File: src/rtl/core/vpu_pkg.sv
// shared types and constants of the viewport projection block
`timescale 1ns / 1ps
`default_nettype none
package vpu_pkg;

  typedef enum logic [1:0] {
    OP_LOAD_FWD  = 2'd0,
    OP_LOAD_INV  = 2'd1,
    OP_PROJECT   = 2'd2,
    OP_UNPROJECT = 2'd3
  } op_t;

  localparam logic [1:0] CFG_LEFT   = 2'd0;
  localparam logic [1:0] CFG_TOP    = 2'd1;
  localparam logic [1:0] CFG_WIDTH  = 2'd2;
  localparam logic [1:0] CFG_HEIGHT = 2'd3;

  // quotient bits of the viewport and w dividers
  localparam int NDC_QW = 18;
  localparam int W_QW   = 48;

  typedef struct packed {
    logic signed [15:0] left;
    logic signed [15:0] top;
    logic [15:0]        width;
    logic [15:0]        height;
  } cfg_t;

  typedef struct packed {
    op_t                op;
    logic [3:0]         idx;
    logic [31:0]        value;
    logic signed [31:0] px;
    logic signed [31:0] py;
    logic signed [31:0] pz;
    logic [33:0]        num_x;
    logic [33:0]        num_y;
    logic               zero_x;
    logic               zero_y;
    logic signed [17:0] nz;
  } q_item_t;

endpackage
`default_nettype wire

File: src/rtl/core/vpu_queue.sv
// short queue between the front end and the arithmetic back end
`timescale 1ns / 1ps
`default_nettype none
module vpu_queue #(
  parameter int DEPTH = 4
) (
  input  wire logic             clk,
  input  wire logic             rst_n,
  input  wire logic             push_valid,
  output logic                  push_ready,
  input  wire vpu_pkg::q_item_t push_item,
  output logic                  pop_valid,
  input  wire logic             pop_take,
  output vpu_pkg::q_item_t      pop_item
);

  localparam int PW = $clog2(DEPTH);
  localparam int CW = $clog2(DEPTH + 1);

  vpu_pkg::q_item_t mem_r [DEPTH];
  logic [PW-1:0]    wr_ptr_r;
  logic [PW-1:0]    rd_ptr_r;
  logic [CW-1:0]    count_r;
  logic             push;
  logic             pop;

  assign push_ready = count_r != CW'(DEPTH);
  assign pop_valid  = count_r != '0;
  assign push       = push_valid && push_ready;
  assign pop        = pop_take && pop_valid;
  assign pop_item   = mem_r[rd_ptr_r];

  always_ff @(posedge clk) begin
    if (!rst_n) begin
      wr_ptr_r <= '0;
      rd_ptr_r <= '0;
      count_r  <= '0;
    end else begin
      if (push) begin
        wr_ptr_r <= (wr_ptr_r == PW'(DEPTH - 1)) ? '0 : wr_ptr_r + 1'b1;
      end
      if (pop) begin
        rd_ptr_r <= (rd_ptr_r == PW'(DEPTH - 1)) ? '0 : rd_ptr_r + 1'b1;
      end
      if (push && !pop) begin
        count_r <= count_r + 1'b1;
      end else if (pop && !push) begin
        count_r <= count_r - 1'b1;
      end
    end
    if (push) begin
      mem_r[wr_ptr_r] <= push_item;
    end
  end

endmodule
`default_nettype wire

File: config.mk
export PLATFORM = sky130hd
export DESIGN_NAME = vpu_queue
export DESIGN_NICKNAME = d
export VERILOG_FILES = /design/src/rtl/core/vpu_pkg.sv /design/src/rtl/core/vpu_queue.sv
export SDC_FILE = /design/constraint.sdc
export NUM_CORES = 1
export LEC_CHECK = 0
export ABC_AREA = 1
export BUFFER_PORTS_ARGS = -buffer_cell sky130_fd_sc_hd__buf_2
export CORE_MARGIN = 2
export CORE_UTILIZATION = 43
export CTS_CLUSTER_DIAMETER = 200
export DETAILED_ROUTE_END_ITERATION = 10
export GPL_ROUTABILITY_DRIVEN = 0
export PLACE_DENSITY = 0.64
export SETUP_SLACK_MARGIN = 0.05
export SLEW_MARGIN = 20
export SYNTH_ARGS = -nofsm -noshare
export SYNTH_HDL_FRONTEND = slang
export SYNTH_SLANG_ARGS = --single-unit
File: constraint.sdc
create_clock -name clk -period 33.4 [get_ports clk]
set_input_delay 3.34 -clock clk [delete_from_list [all_inputs] [get_ports clk]]
set_output_delay 3.34 -clock clk [all_outputs]
set_load 0.02 [all_outputs]
==> results of run 1 <==
-- cell families after synthesis --
logic type / count (synthesis) / share of synthesized area [%]
AND/OR/NAND/NOR: 478 / 5.45
adder cells (fa/ha/maj): 7 / 0.287
flip-flops: 897 / 81.1
AO/OA/AOI/OAI: 671 / 11.0
buffers and inverters: 164 / 2.18
-- per-stage QoR --
stage / cells / util (%) / setup WS (ps) / instance area (µm²) / total power [mW]
after floorplan: 2217 / - / 19930 / 33100 / 2.05
after global placement: 3576 / 47.6 / 26320 / 36200 / 2.33
after detailed placement: 3576 / 47.6 / 26160 / 36200 / 2.35
after CTS: 3743 / 51.6 / 25460 / 39200 / 3.36
after global routing: 3750 / 51.6 / 25090 / 39300 / 3.48
final: 3761 / 51.6 / 25500 / 39300 / 3.33
-- tightest hold or removal path, cell delays in order (launching register included) --
cell and delay, ps:
dfxtp_1 330, inv_1 70, a21oi_1 70
-- power breakdown --
part	leakage [nW]	total, mW	switching [mW]	internal (mW)
clock	1.47	1.01	0.417	0.589
combinational	3.88	0.911	0.666	0.244
sequential	8.21	1.41	0.0390	1.37
total	13.6	3.33	1.12	2.20
-- layout by cell type, fill, tap and decap left out, types with 7 or more instances in the layout --
master,instances
clkbuf_1,13
buf_4,27
clkinv_2,23
o22ai_1,222
dfxtp_1,7
inv_1,15
nor2_1,455
bufinv_16,10
edfxtp_1,888
o21ai_0,444
clkinvlp_4,7
nand2_1,15
diode_2,18
buf_2,449
clkinv_1,15
clkbuf_16,92
-- how the worst max path moves through the flow --
| stage | to | slack [ps] | from | depth (start not counted) |
|---|---|---|---|---|
| 6_report | pop_item[103] | 25500 | flop | 6 |
| 5_1_grt | pop_item[95] | 25090 | flop | 6 |
| 3_5_place_dp | pop_item[103] | 26160 | flop | 6 |
| 3_3_place_gp | pop_item[126] | 26320 | flop | 6 |
| 4_1_cts | pop_item[103] | 25460 | flop | 6 |
| 2_1_floorplan | mem_r[0][0] | 19930 | push_valid | 2 |
-- registers in the layout, indices dropped and copies added (netlist names), named ones only --
name	flops
mem_r	888
wr_ptr_r	2
rd_ptr_r	2
count_r	3
-- layer usage --
metal	up-vias	share of wire, %	wire (µm)	GRT usage, %
li1	9267	-	-	-
met1	10000	40	31000	23.7
met2	584	49	37400	31.0
met3	136	8.4	6420	5.76
met4	26	2.3	1800	6.23
met5	-	0.21	163	0
-- final cells by class --
| cell class | instances | area, µm² | area share [%] |
|---|---|---|---|
| antenna | 18 | 45.0 | 0.115 |
| clock buffer | 106 | 2360 | 6.02 |
| clock inverter | 61 | 649 | 1.65 |
| inverter | 17 | 76.3 | 0.194 |
| multi-input combinational | 1156 | 5560 | 14.2 |
| sequential | 897 | 26900 | 68.3 |
| tap | 1030 | 1290 | 3.28 |
| timing repair buffer | 476 | 2450 | 6.24 |
==> flow_summary.json, run 1 <==
{
  "numPortBuffers": 449,
  "hold_viol": 0,
  "die_area_um2": 79200,
  "core_area_um2": 76100,
  "min_period_ps": 7900,
  "rows": 101,
  "yosysTopAreaCellShare_pct": 80.6,
  "cts.root.buffer_cell": "clkbuf_16",
  "crit_family": "buffers and inverters",
  "first_pass_iters": 5,
  "overflow": 0,
  "critPathMaxStageDelay_ps": 890,
  "crit_path_cell_trace": "inv_8 -> buf_4 -> buf_4 -> o21ai_0 -> o22ai_1 -> buf_2",
  "grt_pass1_vias": 20000,
  "clk_path_buf_depth": 3,
  "irDropWorstVdd_v": 0.0000531,
  "yosysSeqAreaShare_pct": 81.1,
  "drt-initial-drc-count": 1511,
  "hp-class": "flop to flop",
  "wl_um": 76800,
  "worstHoldStart": "count_r[0]",
  "start_util_pct": 43.5,
  "post_cts_buffers": 0,
  "ff2ff_path_depth": 6,
  "min_to": "count_r[0]",
  "holdPathStages": 2,
  "path_clk_slew_ps": 60,
  "worstReg2RegEnd": "mem_r[0][80]",
  "crit_path_max_fanout": 146,
  "async_reset_ff_share_pct": 0,
  "ys_warn_count": 0,
  "finalCritPeriodShare_pct": 23.6,
  "cts_made_buffers": 91,
  "crit_slowest_cell": "buf_4",
  "synth_area_leaders": "edfxtp_1 (81%), o21ai_0 (6.7%), nor2_1 (5.2%)",
  "postCtsHoldBufs": 0,
  "r2r-start": "count_r[1]",
  "clock-sinks": 897,
  "vias": 20000,
  "postCtsResizedCells": 0,
  "startpoint_type": "flop",
  "grt.total_usage_pct": 18.8,
  "grt_pass1_wl_um": 115000,
  "avgViaCountPerCell": 5.32,
  "avgSynthCellArea_um2": 14.9,
  "insertion_delay_ps": 620,
  "drive_above_1_share_pct": 23.0,
  "finalMaxSlewViolations": 0,
  "die_h_um": 281,
  "grt_max_degree": 147,
  "ios": 450,
  "grt_antenna_before_repair": 26,
  "syn_inst": 2217,
  "synth_most_common_cell": "edfxtp_1",
  "netlist_area_um2": 33100,
  "synthesis.nets": 2450,
  "synth_ff_type": "edfxtp_1",
  "setup_viol": 0,
  "area_growth_pct": 18.7,
  "rrSetupSlack_ps": 29700,
  "cp_data_arrival_time_ps": 4560,
  "nets": 2872,
  "crit_path_frequent_cell": "buf_4",
  "tritoncts": "built",
  "finalSetupTns_ps": 0,
  "critPathBufInv": 4,
  "path_class": "flop to output port",
  "tightestPinTransition_ps": 1130,
  "hold_ws_ps": 521,
  "n_fill_cell": 6313,
  "maxSlewHeadroom_pct": 24.6,
  "fin_skew_ps": 17.3,
  "dpl.hpwl_um": 43500,
  "netlist_top_cells_count": "edfxtp_1 (888), nor2_1 (459), o21ai_0 (444)",
  "cap_violations": 0,
  "avgRoutedWirePerCell_um": 20.4,
  "clock.fmax_mhz": 127,
  "synth_cell_types": 19,
  "critical_path_required_ps": 30060,
  "antenna_left": 0,
  "rsz0062_at_grt": "no",
  "synth_largest_area_cell": "edfxtp_1",
  "cellLeakagePower_nw": 13.6,
  "synth_edf_count": 888,
  "die_w_um": 281,
  "cp-end-kind": "output port",
  "drc": 0,
  "ys_ff_latch": 897,
  "outcome": "completed",
  "cts-htree-levels": 3,
  "pwr_density_cell_nw_per_um2": 84.6
}
No activity file was read; power rests on OpenSTA's default activity.
==> run 2, diff against run 1 <==
ABC_AREA = 0   (was 1)
PLACE_DENSITY = 0.66   (was 0.64)
clock period = 6.4 ns   (was 33.4 ns; I/O delays follow)
==> run 2 against run 1 <==
Routed wire length decreased by 17%. Sequential share of layout area rose by 0.92 points. Utilization up 0.25 points. Die area shrank 1.7%. Sequential cell count unchanged. Highest routed layer unchanged. First-iteration DRC count is 33% lower. Hold slack got worse by 310 ps. Register-to-register slack got worse by 26000 ps. Non-clock buffer count fell by 13.
==> flow_summary.json, run 2 <==
{
  "insertion_delay_ps": 640,
  "top_register": "mem_r",
  "n_fill_cell": 5809,
  "clock.fmax_mhz": 262,
  "grt_max_degree": 117,
  "drive_above_1_share_pct": 45.9,
  "overflow": 0,
  "cts-htree-levels": 3,
  "register_area_um2": 26900,
  "antenna_left": 0,
  "async_reset_ff_share_pct": 0,
  "finalCritPeriodShare_pct": 59.7,
  "drt-initial-drc-count": 1005,
  "maxSlewHeadroom_pct": 35.3,
  "critical_path_required_ps": 5760,
  "synthesis.nets": 1444,
  "postCtsHoldBufs": 0,
  "fin_cells": 2762,
  "pwr_density_cell_nw_per_um2": 412,
  "grt_antenna_before_repair": 24,
  "synth_ff_type": "edfxtp_1",
  "finalSetupTns_ps": 0,
  "outcome": "completed",
  "avgRoutedWirePerCell_um": 23.1,
  "clk_path_buf_depth": 3,
  "vias": 14500,
  "netlist_top_cells_count": "edfxtp_1 (888), mux4_2 (222), buf_2 (24)",
  "die_area_um2": 77800,
  "nets": 1946,
  "placed_area_um2": 35800,
  "tritoncts": "built",
  "syn_inst": 1211,
  "rows": 100,
  "synth_most_common_cell": "edfxtp_1",
  "grt.total_usage_pct": 16.4,
  "path_class": "flop to output port",
  "drc": 0,
  "setup_viol": 0,
  "finalMaxSlewViolations": 0,
  "post_cts_buffers": 0,
  "pre_cts_ws_ps": 3100,
  "irDropWorstVdd_v": 0.000367,
  "netlist_area_um2": 32500,
  "avgSynthCellArea_um2": 26.9,
  "cts_made_buffers": 89,
  "grt_pass1_wl_um": 96200,
  "first_pass_iters": 5,
  "postCtsResizedCells": 0,
  "path_clk_slew_ps": 60,
  "yosysSeqAreaShare_pct": 82.6,
  "cts.root.buffer_cell": "clkbuf_16",
  "min_period_ps": 3820,
  "die_h_um": 279,
  "tightestPinTransition_ps": 971,
  "synth_area_leaders": "edfxtp_1 (82%), mux4_2 (15%), buf_6 (0.73%)",
  "start_util_pct": 43.5,
  "die_w_um": 279,
  "area_growth_pct": 19.2,
  "fin_skew_ps": 27.9,
  "cp-end-kind": "output port",
  "cp_data_arrival_time_ps": 3180,
  "mostFrequentLayoutCell": "edfxtp_1",
  "synth_edf_count": 888,
  "largest_reg_flops": 888,
  "avgViaCountPerCell": 5.24,
  "dpl.hpwl_um": 37800,
  "numPortBuffers": 449,
  "top_regs": "mem_r (888), count_r (3)",
  "crit_path_max_fanout": 83,
  "ys_ff_latch": 897,
  "yosysTopAreaCellShare_pct": 82.0,
  "final_area_um2": 38800,
  "grt_pass1_vias": 15400,
  "cap_violations": 0,
  "ys_warn_count": 0,
  "clock-sinks": 897,
  "synth_largest_area_cell": "edfxtp_1",
  "layout_common_cells": "edfxtp_1 (888), buf_2 (449), mux4_2 (222)",
  "utilization_pct": 51.9,
  "ios": 450,
  "startpoint_type": "flop",
  "core_area_um2": 74700,
  "rsz0062_at_grt": "no",
  "dp.cells": 2591,
  "cellLeakagePower_nw": 12.8,
  "wl_um": 63900,
  "multi_input_area_um2": 5300,
  "synth_cell_types": 26,
  "hp-class": "input pin to flop",
  "hold_viol": 0,
  "setup_slack_ps": 2580
}
==> run 2: area by class of cell <==
class,count,area share [%]
Antenna cell,8,0.0516
Multi-Input combinational cell,259,13.7
Tap cell,969,3.13
Sequential cell,897,69.3
Timing Repair Buffer,463,6.29
Clock inverter,60,1.58
Inverter,3,0.0290
Clock buffer,103,5.99
==> run 2: through the flow <==
step / total power [mW] / hold WS [ps]
floorplan: 9.90 / 468
global placement: 11.0 / 482
detailed placement: 11.1 / 500
CTS: 16.2 / 161
global route: 16.6 / 178
finish: 16.0 / 214
==> run 2: path summary, 6_finish.rpt <==
path | startpoint | to | slack [ps] | depth (start not counted)
max | flop | pop_item[97] | 2580 | 3
min | push_item[105] | mem_r[0][105] | 210 | 1
max reg2reg | count_r[0] | mem_r[1][144] | 3490 | 3
min reg2reg | wr_ptr_r[1] | wr_ptr_r[1] | 510 | 2
==> run 2: cell families after synthesis <==
| family | share of synthesized area (%) |
|---|---|
| AO/OA/AOI/OAI | 0.108 |
| XOR/XNOR | 0.0539 |
| adder cells (fa/ha/maj) | 0.292 |
| buffers and inverters | 1.22 |
| flip-flops | 82.6 |
| multiplexers | 15.4 |
| AND/OR/NAND/NOR | 0.339 |
==> run 2: worst max-delay path, stage by stage, from the launching register on <==
cell and delay, ps:
dfxtp_4 960, buf_12 520, mux4_2 650, buf_2 190
==> run 2: routing by layer <==
layer / GRT usage (%) / share of wire, % / vias to the layer above
li1: - / - / 6299
met1: 20.8 / 39 / 7603
met3: 6.02 / 8.9 / 116
met4: 4.84 / 1.9 / 36
met2: 26.8 / 50 / 418
met5: 0 / 0.36 / -
==> run 2: report_power, final <==
part / switching (mW) / internal [mW]
Clock: 2.16 / 2.98
Sequential: 0.206 / 7.12
Combinational: 2.09 / 1.40
