[config.mk]
export PLATFORM = sky130hd
export DESIGN_NAME = vpu_front_flat
export DESIGN_NICKNAME = d
export VERILOG_FILES = /design/src/rtl/core/vpu_pkg.sv /design/src/rtl/core/vpu_if.sv /design/src/rtl/core/vpu_front.sv /design/src/flat_wrapper.sv
export SDC_FILE = /design/constraint.sdc
export NUM_CORES = 1
export LEC_CHECK = 0
export BUFFER_PORTS_ARGS = -buffer_cell sky130_fd_sc_hd__buf_2
export CORE_MARGIN = 1
export CORE_UTILIZATION = 30
export DETAILED_ROUTE_END_ITERATION = 16
export GPL_TIMING_DRIVEN = 0
export PLACE_DENSITY = 0.51
export SYNTH_ARGS = -nofsm -noshare
export SYNTH_HDL_FRONTEND = slang
export SYNTH_SLANG_ARGS = --single-unit
[constraint.sdc]
create_clock -name clk -period 10.6 [get_ports clk]
set_clock_uncertainty 0.1 [all_clocks]
set_input_delay 2.65 -clock clk [delete_from_list [all_inputs] [get_ports clk]]
set_output_delay 2.65 -clock clk [all_outputs]
set_load 0.05 [all_outputs]
[src/rtl/core/vpu_pkg.sv]
// shared types and constants of the viewport projection block
`timescale 1ns / 1ps
`default_nettype none
package vpu_pkg;

  typedef enum logic [1:0] {
    OP_LOAD_FWD  = 2'd0,
    OP_LOAD_INV  = 2'd1,
    OP_PROJECT   = 2'd2,
    OP_UNPROJECT = 2'd3
  } op_t;

  localparam logic [1:0] CFG_LEFT   = 2'd0;
  localparam logic [1:0] CFG_TOP    = 2'd1;
  localparam logic [1:0] CFG_WIDTH  = 2'd2;
  localparam logic [1:0] CFG_HEIGHT = 2'd3;

  // quotient bits of the viewport and w dividers
  localparam int NDC_QW = 18;
  localparam int W_QW   = 48;

  typedef struct packed {
    logic signed [15:0] left;
    logic signed [15:0] top;
    logic [15:0]        width;
    logic [15:0]        height;
  } cfg_t;

  typedef struct packed {
    op_t                op;
    logic [3:0]         idx;
    logic [31:0]        value;
    logic signed [31:0] px;
    logic signed [31:0] py;
    logic signed [31:0] pz;
    logic [33:0]        num_x;
    logic [33:0]        num_y;
    logic               zero_x;
    logic               zero_y;
    logic signed [17:0] nz;
  } q_item_t;

endpackage
`default_nettype wire

[src/rtl/core/vpu_if.sv]
// input and result channel interfaces
`timescale 1ns / 1ps
`default_nettype none
interface vpu_in_if;
  logic        valid;
  logic        ready;
  logic [1:0]  opcode;
  logic [3:0]  coef_index;
  logic [31:0] coef_value;
  logic [31:0] point_x;
  logic [31:0] point_y;
  logic [31:0] point_z;
  modport source (output valid, opcode, coef_index, coef_value, point_x, point_y, point_z,
                  input ready);
  modport sink (input valid, opcode, coef_index, coef_value, point_x, point_y, point_z,
                output ready);
endinterface

`default_nettype wire

[src/rtl/core/vpu_front.sv]
// front end: takes beats, decodes the opcode and prepares unproject operands
`timescale 1ns / 1ps
`default_nettype none
module vpu_front (
  input  wire logic           clk,
  input  wire logic           rst_n,
  input  wire vpu_pkg::cfg_t  cfg,
  vpu_in_if.sink              in_ch,
  output logic                f_valid,
  input  wire logic           f_ready,
  output vpu_pkg::q_item_t    f_item
);

  logic             f_valid_r;
  vpu_pkg::q_item_t f_item_r;
  vpu_pkg::q_item_t f_item_nxt;
  logic             accept;

  // clamp into the viewport span and form 2*(p - edge)
  function automatic logic [33:0] ndc_num(input logic signed [31:0] p,
                                         input logic signed [15:0] edge_px,
                                         input logic [15:0] size);
    logic signed [39:0] lo;
    logic signed [39:0] hi;
    logic signed [39:0] pp;
    logic signed [39:0] c;
    logic signed [39:0] d;
    lo = 40'(edge_px) <<< 16;
    hi = lo + $signed({8'b0, size, 16'b0});
    pp = 40'(p);
    if (pp < lo) c = lo;
    else if (pp > hi) c = hi;
    else c = pp;
    d = c - lo;
    return {d[32:0], 1'b0};
  endfunction

  function automatic logic signed [17:0] depth_ndc(input logic signed [31:0] p);
    logic signed [33:0] t;
    t = (34'(p) <<< 1) - 34'sd65536;
    if (t < -34'sd65536) return -18'sd65536;
    else if (t > 34'sd65536) return 18'sd65536;
    else return t[17:0];
  endfunction

  assign accept      = in_ch.valid && in_ch.ready;
  assign in_ch.ready = !f_valid_r || f_ready;

  always_comb begin
    f_item_nxt.op     = vpu_pkg::op_t'(in_ch.opcode);
    f_item_nxt.idx    = in_ch.coef_index;
    f_item_nxt.value  = in_ch.coef_value;
    f_item_nxt.px     = in_ch.point_x;
    f_item_nxt.py     = in_ch.point_y;
    f_item_nxt.pz     = in_ch.point_z;
    f_item_nxt.num_x  = ndc_num(in_ch.point_x, cfg.left, cfg.width);
    f_item_nxt.num_y  = ndc_num(in_ch.point_y, cfg.top, cfg.height);
    f_item_nxt.zero_x = cfg.width == 16'd0;
    f_item_nxt.zero_y = cfg.height == 16'd0;
    f_item_nxt.nz     = depth_ndc(in_ch.point_z);
  end

  always_ff @(posedge clk) begin
    if (!rst_n) begin
      f_valid_r <= 1'b0;
    end else if (accept) begin
      f_valid_r <= 1'b1;
    end else if (f_ready) begin
      f_valid_r <= 1'b0;
    end
    if (accept) begin
      f_item_r <= f_item_nxt;
    end
  end

  assign f_valid = f_valid_r;
  assign f_item  = f_item_r;

endmodule
`default_nettype wire

[src/flat_wrapper.sv]
// flat-port wrapper written by rule: the top's interface ports become plain ports
module vpu_front_flat 
  (clk, rst_n, cfg, f_valid, f_ready, f_item, in_ch_valid, in_ch_opcode, in_ch_coef_index, in_ch_coef_value, in_ch_point_x, in_ch_point_y, in_ch_point_z, in_ch_ready);
  vpu_in_if in_ch_i ();
  input  wire logic clk;
  input  wire logic rst_n;
  input  wire vpu_pkg::cfg_t cfg;
  output logic f_valid;
  input  wire logic f_ready;
  output vpu_pkg::q_item_t f_item;
  input wire logic [$bits(in_ch_i.valid)-1:0] in_ch_valid;
  input wire logic [$bits(in_ch_i.opcode)-1:0] in_ch_opcode;
  input wire logic [$bits(in_ch_i.coef_index)-1:0] in_ch_coef_index;
  input wire logic [$bits(in_ch_i.coef_value)-1:0] in_ch_coef_value;
  input wire logic [$bits(in_ch_i.point_x)-1:0] in_ch_point_x;
  input wire logic [$bits(in_ch_i.point_y)-1:0] in_ch_point_y;
  input wire logic [$bits(in_ch_i.point_z)-1:0] in_ch_point_z;
  output wire logic [$bits(in_ch_i.ready)-1:0] in_ch_ready;
  assign in_ch_i.valid = in_ch_valid;
  assign in_ch_i.opcode = in_ch_opcode;
  assign in_ch_i.coef_index = in_ch_coef_index;
  assign in_ch_i.coef_value = in_ch_coef_value;
  assign in_ch_i.point_x = in_ch_point_x;
  assign in_ch_i.point_y = in_ch_point_y;
  assign in_ch_i.point_z = in_ch_point_z;
  assign in_ch_ready = in_ch_i.ready;
  vpu_front u_core (.clk(clk), .rst_n(rst_n), .cfg(cfg), .in_ch(in_ch_i), .f_valid(f_valid), .f_ready(f_ready), .f_item(f_item));
endmodule
==> results of run 1 <==
[state kept, by name (all words and copies together), names as in the netlist]
register and cells:
u_core.f_valid 1, u_core.f_item 219
[cells in the final DEF (no fill, tap or decap), types with 10 or more instances in the layout]
cell type                   netlist  routed
sky130_fd_sc_hd__clkbuf_16        0      26
sky130_fd_sc_hd__a21o_1          14      14
sky130_fd_sc_hd__inv_1           67      67
sky130_fd_sc_hd__edfxtp_1       219     219
sky130_fd_sc_hd__nand3_1         26      26
sky130_fd_sc_hd__buf_2            2     424
sky130_fd_sc_hd__and3_1          38      38
sky130_fd_sc_hd__ha_1           135     135
sky130_fd_sc_hd__a21oi_1         62      62
sky130_fd_sc_hd__xnor2_1         38      38
sky130_fd_sc_hd__nor3_1          17      17
sky130_fd_sc_hd__nand4_1         10      10
sky130_fd_sc_hd__o21a_1          13      13
sky130_fd_sc_hd__nand2b_1        13      13
sky130_fd_sc_hd__clkbuf_1        15      19
sky130_fd_sc_hd__nor2_1          75      75
sky130_fd_sc_hd__nor2b_1         14      14
sky130_fd_sc_hd__nor4_1          22      22
sky130_fd_sc_hd__o211ai_1        15      15
sky130_fd_sc_hd__and2_1          25      24
sky130_fd_sc_hd__o21ai_0         52      52
sky130_fd_sc_hd__xor2_1          25      25
sky130_fd_sc_hd__nand2_1         60      60
[cell type report]
type / instances / area share
multi-input combinational: 780 / 0.350
clock inverter: 15 / 0.0118
inverter: 67 / 0.0153
sequential: 220 / 0.400
antenna: 2 / 0.000304
buffer: 22 / 0.00653
timing repair buffer: 426 / 0.134
tap: 539 / 0.0409
clock buffer: 30 / 0.0404
[worst max path at each step]
stage,from,to,slack (ns),cells after the start
floorplan,f_ready,u_core.f_item[100],1.74,2
global placement,f_ready,u_core.f_item[202],-0.40,3
detailed placement,cfg[48],u_core.f_item[87],0.45,32
CTS,cfg[48],u_core.f_item[87],1.03,32
global route,cfg[48],u_core.f_item[87],0.51,30
finish,cfg[48],u_core.f_item[87],0.94,30
[cell families after synthesis]
kind of cell               after synthesis
and+or+nand+nor                        330
xor gates and xnor gates                63
buffers and inverters                   89
muxes                                   13
adders and majority gates              139
other                                    1
AOI/OAI and AO/OA                      232
DFF                                    220
[Yosys cell counts (all sizes together), types with 16 or more instances]
cell type  instances  share of area
nand3             27          0.011
nor2              75          0.022
and2              25          0.012
and3              38          0.019
inv               67          0.020
xor2              25          0.017
o211ai            16         0.0098
edfxtp           219           0.52
nand2             60          0.018
nor3              18         0.0080
xnor2             38          0.026
a21oi             64          0.026
ha               135           0.13
nor4              24          0.013
o21ai             58          0.023
[per-layer routing]
metal	share of wire	global-route usage	wire length, um
met2	0.48	0.304	19000
met1	0.43	0.217	16800
met4	0.023	0.0508	883
met3	0.064	0.0388	2500
met5	0.00023	0	9
[tightest hold or removal path: stages, from the launching register on]
cell and delay (ns):
sky130_fd_sc_hd__dfxtp_1 0.31, sky130_fd_sc_hd__nand2b_1 0.09, sky130_fd_sc_hd__a21boi_0 0.08
[where the power goes]
| part | switching (mW) | total, mW | internal (mW) |
|---|---|---|---|
| Combinational | 0.825 | 1.20 | 0.379 |
| Clock | 0.370 | 0.916 | 0.546 |
| Sequential | 0.0226 | 1.11 | 1.09 |
| Total | 1.22 | 3.23 | 2.02 |
[through the flow]
step	setup WS, ns	std cells	hold slack, ns	setup TNS [ns]
2_1_floorplan	1.74	1089	1.05	0
3_3_place_gp	-0.395	2050	0.400	-78.53
3_5_place_dp	0.451	2054	0.429	0
4_1_cts	1.03	2099	0.438	0
5_1_grt	0.506	2100	0.481	0
6_report	0.936	2101	0.436	0
==> out/results.env, run 1 <==
FINAL_CORE_UTILIZATION=0.394
FINALHOLDVIOLATIONS=0
MAX_CLOCK_FREQ_GHz=0.103
RSZ0062_AT_GRT='false'
TOTAL_POWER_mW=3.23
SYNTH_SEQ_AREA_SHARE=0.519
DESIGN_AREA_UM2=16500
VIAS_PER_CELL=4.87
REG2REG_SLACK_NS=8.56
MIN_PATH_CELLS=2
PLACE.DETAILED.HPWL_UM=31800
END_KIND='flop'
ANTENNA_VIOLATING_NETS_POST_ROUTE=0
CTS_MAX_PATH_BUFFERS=3
SYNTH_FLOP_CELL='sky130_fd_sc_hd__edfxtp_1'
REGAREA_UM2=6600
DRT_PRE_ANTENNA_ITERS=5
FLOORPLAN.INITIALDENSITY=0.304
CRIT-REG2REG-CAPTURE='u_core.f_item[203]'
WORST-SLEW-PIN-TRANSITION_NS=0.857
CLK_LATENCY_NS=0.54
DIE_H_UM=208
CRITICAL_PATH.MAX_FANOUT=10
POST-CTS-SETUP-BUFFER-COUNT=0
YOSYS_REGISTER_BITS=220
TIMING.FINAL.SETUP_VIOLATIONS=0
STANDARD_CELL_WITH_THE_MAXIMUM_STAGE_DELAY_ON_THE_CRITICAL_PATH='sky130_fd_sc_hd__or4_1'
POST_CTS_RESIZED=0
MAX-SLEW-MARGIN-REL=0.413
CTS_TREE='yes'
CLK_ROOT_BUFFER_CELL='sky130_fd_sc_hd__clkbuf_16'
COUNT_OF_FLIP_FLOPS_WITH_A_BUILT_IN_ENABLE_AFTER_SYNTHESIS=219
PATH_CLASS_OF_THE_LOWEST_SLACK_MIN_DELAY_PATH='reg2reg'
SHARE_OF_SYNTHESIZED_CELL_AREA_IN_FULL_ADDER_HALF_ADDER_AND_MAJORITY_CELLS=0.139
NUMBER_OF_CLOCK_SINKS_SEEN_BY_CTS=220
KIND_OF_CELL_ADDING_THE_MOST_DELAY_TO_THE_CRITICAL_PATH='compound AO/OA/AOI/OAI gates'
CTS_MAX_LEVEL=1
GRT_START_MAX_NET_PINS=66
FILLER_CELL_COUNT=4132
LEAKAGE_nW=7.27
CRITICAL_PATH_BUF_INV_COUNT=3
SYNTH.AREA.MUX_SHARE=0.0111
CRITICAL-PATH-MAX-STAGE-DELAY_NS=0.60
POSTSYNTH.ASYNCRESETSHARE=0
IR_WORST_VDD_uV=120
AREA.GROWTH.SYNTH_TO_FINAL_PCT=29.5
SYNTH-COMPOUND-AREA-SHARE=0.122
GP_CONGESTION=0.860
CELLPOWERDENSITY_nW_PER_UM2=196
DIE-AREA_UM2=43200
DRC_ERRORS=0
WL_PER_CELL_UM=18.7
SYNTH_AREA_PER_CELL_UM2=11.7
TYPE_OF_THE_WORST_SETUP_PATH='in2reg'
TOTAL_NUMBER_OF_NETS_IN_THE_FINAL_DESIGN=1884
FLOORPLAN.ROWS=75
WORST_HOLD_STARTPOINT='u_core.f_valid'
DETAILROUTE.VIA_COUNT=10200
DRV_SLEW=0
MULTI_INPUT_COMB_AREA_UM2=5770
PATH_CLK_SLEW_NS=0.06
POST_DP_CELL_AREA_UM2=15600
GLOBAL_ROUTE.OVERFLOW_TOTAL=0
GRT.TOTAL_USAGE=0.175
CTS_MADE_BUFFERS=26
MAPPEDNETLISTAREA_UM2=12700
CRIT_REQUIRED_NS=10.79
PLACEABLECOREAREA_UM2=41900
SYNTH-XOR-AREA-SHARE=0.0434
SYNTH_SIMPLE_GATE_AREA_SHARE=0.137
DIE_X_UM=208
WORST_EP_ARRIVAL_TIME_NS=9.85
OUTCOME='finished, final reports clean'
END_POINT_OF_THE_MOST_CRITICAL_HOLD_PATH='u_core.f_valid'
PERIOD_NEEDED_NS=9.66
IO_PINS=426
DRV_CAP=0
FINALWIRELENGTH_UM=39200
SYNTH_CELLS=1087
NUMBER_OF_GLOBAL_ROUTE_VIAS_BEFORE_REPAIR=10000
SYNTH.LIB_CELLS_USED.DISTINCT=76
ANTENNA_FOUND_INITIAL=2
FIRST_ITER_VIOLATIONS=589
POST_ROUTE_CELLS_DRIVE_ABOVE_1_SHARE=0.319
STARTPOINT_TYPE='input pin'
SYNTH_TOP_FAMILY_BY_AREA='adder cells'
CRIT-REG2REG-LAUNCH='u_core.f_valid'
YOSYSWARNINGCOUNT=0
GRT_PASS1_WL_UM=58600
HOLD_BUFFERS=0
FINAL_CRITICAL_PATH_SHARE_OF_THE_CLOCK_PERIOD=0.912
REG2REG_DEPTH=4
PORT_BUFFERS=422
Power figures use the tool's default switching activity.
==> run 2, diff against run 1 <==
--- a/config.mk
+++ b/config.mk
@@ -10,7 +10,7 @@
 export CORE_UTILIZATION = 30
 export DETAILED_ROUTE_END_ITERATION = 16
 export GPL_TIMING_DRIVEN = 0
-export PLACE_DENSITY = 0.51
+export PLACE_DENSITY = 0.53
 export SYNTH_ARGS = -nofsm -noshare
 export SYNTH_HDL_FRONTEND = slang
 export SYNTH_SLANG_ARGS = --single-unit
==> constraint.sdc (replaced) <==
create_clock -name clk -period 8.35 [get_ports clk]
set_clock_uncertainty 0.1 [all_clocks]
set_input_delay 2.0875 -clock clk [delete_from_list [all_inputs] [get_ports clk]]
set_output_delay 2.0875 -clock clk [all_outputs]
set_load 0.05 [all_outputs]
==> out/results.env, run 2 (synthesis gave the netlist of run 1 again) <==
CTS_TREE='yes'
IO_PINS=426  # unchanged
LEAKAGE_nW=7.32  # +0.60%
FLOORPLAN.INITIALDENSITY=0.304  # unchanged
DESIGN_AREA_UM2=16600  # +0.92%
SEQUENTIAL_CELL_FRACTION_OF_TOTAL_POWER=0.349  # +0.005
CRIT_REQUIRED_NS=8.53  # -2.26 ns
FINAL_CORE_UTILIZATION=0.397  # +0.00362
PATH_CLASS_OF_THE_LOWEST_SLACK_MIN_DELAY_PATH='reg2reg'
REG2REG_DEPTH=4  # unchanged
MAX-SLEW-MARGIN-REL=0.417  # +0.00484
FINAL_CELL_COUNT_NO_FILL=2106  # +0.24%
CLK_LATENCY_NS=0.54  # about the same
DIE-AREA_UM2=43200  # unchanged
P_COMB_FRAC=0.388  # +0.016
TOTAL_NUMBER_OF_NETS_IN_THE_FINAL_DESIGN=1891  # +0.37%
FINALWIRELENGTH_UM=38700  # -1.3%
WORST-SLEW-PIN-TRANSITION_NS=0.849  # -0.00705 ns
PERIOD_NEEDED_NS=8.11
CRITICAL-PATH-MAX-STAGE-DELAY_NS=0.46  # -0.14 ns
WHS_NS=0.441  # +0.00445 ns
PLACEABLECOREAREA_UM2=41900  # unchanged
GP_CONGESTION=0.869  # +1.1%
CTS_MAX_PATH_BUFFERS=3  # unchanged
GRT.TOTAL_USAGE=0.174  # -0.000992
INTERNAL-POWER_mW=2.49  # +24%
DRT_PRE_ANTENNA_ITERS=5  # unchanged
FIRST_ITER_VIOLATIONS=480  # -19%
TOTAL_SWITCHING_POWER_mW=1.56  # +28%
ANTENNA_VIOLATING_NETS_POST_ROUTE=0  # unchanged
POWER.SHARE.CLOCK=0.263  # -0.020
NUMBER_OF_GLOBAL_ROUTE_VIAS_BEFORE_REPAIR=10200  # +1.3%
TIMING.FINAL.SETUP_VIOLATIONS=0  # unchanged
LAYOUT.CELLS.MOST_COMMON_LIST='422 x sky130_fd_sc_hd__buf_2, 219 x sky130_fd_sc_hd__edfxtp_1, 132 x sky130_fd_sc_hd__ha_1'
DIE_X_UM=208  # unchanged
MIN_PATH_CELLS=2  # unchanged
VIAS_PER_CELL=4.85  # -0.42%
DRC_ERRORS=0  # unchanged
PLACE.DETAILED.HPWL_UM=31200  # -1.9%
TOTAL_POWER_mW=4.05  # +25%
END_KIND='flop'
FLOORPLAN.ROWS=75  # unchanged
CTS_MADE_BUFFERS=26  # unchanged
STANDARD_CELL_WITH_THE_MAXIMUM_STAGE_DELAY_ON_THE_CRITICAL_PATH='sky130_fd_sc_hd__or4_4'
DETAILROUTE.VIA_COUNT=10200  # -0.19%
TYPE_OF_THE_WORST_SETUP_PATH='in2reg'
STARTPOINT_TYPE='input pin'
DRV_SLEW=0  # unchanged
POST_ROUTE_CELLS_DRIVE_ABOVE_1_SHARE=0.338  # +0.0186
IR_WORST_VDD_uV=174  # +45%
CPMOSTUSEDCELL='sky130_fd_sc_hd__a21oi_2'
CLK_ROOT_BUFFER_CELL='sky130_fd_sc_hd__clkbuf_16'
WORST_EP_ARRIVAL_TIME_NS=8.29  # -1.56 ns
LEADING_CELL_TYPE_IN_THE_LAYOUT_FILL_AND_TAPS_EXCLUDED='sky130_fd_sc_hd__buf_2'
GLOBAL_ROUTE.OVERFLOW_TOTAL=0  # unchanged
DIE_H_UM=208  # unchanged
MAX_REG_FLOPS=219  # unchanged
SWSHARE=0.384  # +0.00744
NUMBER_OF_CLOCK_SINKS_SEEN_BY_CTS=220  # unchanged
DRV_CAP=0  # unchanged
FINALHOLDVIOLATIONS=0  # unchanged
CTS_MAX_LEVEL=1  # unchanged
FILLER_CELL_COUNT=4133  # +0.024%
PATH_CLK_SLEW_NS=0.06  # about the same
GRT_PASS1_WL_UM=58800  # +0.42%
CELLPOWERDENSITY_nW_PER_UM2=244  # +24%
OUTCOME='finished, final reports clean'
GRT_START_MAX_NET_PINS=71  # +7.6%
MAX_CLOCK_FREQ_GHz=0.123
WL_PER_CELL_UM=18.4  # -1.5%
PLACED_CELLS=2053  # -0.049%
POST_DP_CELL_AREA_UM2=15600  # -0.13%
FINAL_CRITICAL_PATH_SHARE_OF_THE_CLOCK_PERIOD=0.972
CRITICAL_PATH.MAX_FANOUT=3  # -7
ANTENNA_FOUND_INITIAL=3  # +1
PORT_BUFFERS=422  # unchanged
AREA.GROWTH.SYNTH_TO_FINAL_PCT=30.7
==> run 2: cell types whose count changed in the layout (fill, tap and decap cells not counted), moves of 3 or more <==
cell                        change
sky130_fd_sc_hd__o41ai_4        +3
sky130_fd_sc_hd__o21ai_2        +4
sky130_fd_sc_hd__a21oi_2        +3
sky130_fd_sc_hd__buf_4         +10
sky130_fd_sc_hd__o21ai_0        -4
sky130_fd_sc_hd__bufinv_16      -3
sky130_fd_sc_hd__ha_1           -3
sky130_fd_sc_hd__a21oi_1        -3
sky130_fd_sc_hd__clkbuf_1       -3
sky130_fd_sc_hd__clkinv_1       +4
sky130_fd_sc_hd__o41ai_1        -3
==> run 2: through the flow <==
stage | TNS [ns] | setup WS, ns
after floorplan | 0 | 0.0507
after CTS | -0.0311 | -0.0311
after detailed placement | -9.70 | -1.10
final | 0 | 0.237
after global placement | -438.91 | -2.00
after global routing | -0.0419 | -0.0419
==> run 2: final timing paths <==
| path | startpoint | to | slack (ns) |
|---|---|---|---|
| hold reg to reg | u_core.f_valid | u_core.f_valid | 0.44 |
| setup reg to reg | u_core.f_valid | u_core.f_item[80] | 6.16 |
| hold / removal | u_core.f_valid | u_core.f_valid | 0.44 |
| setup / recovery | cfg[16] | u_core.f_item[87] | 0.24 |
==> run 2: per-layer routing <==
layer  vias up  global-route usage  share of wire
met5         -                   0              0
met4         0              0.0421          0.018
met3        40              0.0332          0.059
met2       306               0.307           0.49
met1      4834               0.219           0.43
li1       5036                   -              -
==> run 2: critical path, delay by kind of cell <==
family | cells | cell delay, ns
xor gates and xnor gates | 2 | 0.22
adders and majority gates | 5 | 1.44
muxes | 2 | 0.23
AOI/OAI and AO/OA | 13 | 2.80
buffers and inverters | 4 | 0.43
and+or+nand+nor | 6 | 1.08
==> run 2: final cells by class <==
type,count,area (um2),area share
antenna,1,2.50,0.000151
buffer,21,106,0.00640
clock buffer,28,658,0.0396
clock inverter,16,124,0.00745
inverter,67,255,0.0154
multi-input combinational,780,5950,0.358
sequential,220,6600,0.397
tap,539,674,0.0406
timing repair buffer,434,2260,0.136
==> run 2: power by group through the flow <==
stage / combinational, mW / sequential (mW) / clock, mW
after global placement: 1.51 / 1.45 / 0
after detailed placement: 1.53 / 1.44 / 0
final: 1.57 / 1.41 / 1.06
after CTS: 1.55 / 1.41 / 1.10
after floorplan: 0.682 / 1.87 / 0
after global routing: 1.70 / 1.42 / 1.14
==> run 2: repair_timing <==
action | 4_1_cts | 5_1_grt
cloned | 0 | 0
endpoints found under the setup margin | 8 | 12
pin swaps | 1 | 18
hold endpoints to repair | 0 | 0
buffers inserted | 2 | 7
resized for setup | 10 | 32
hold buffers | 0 | 0
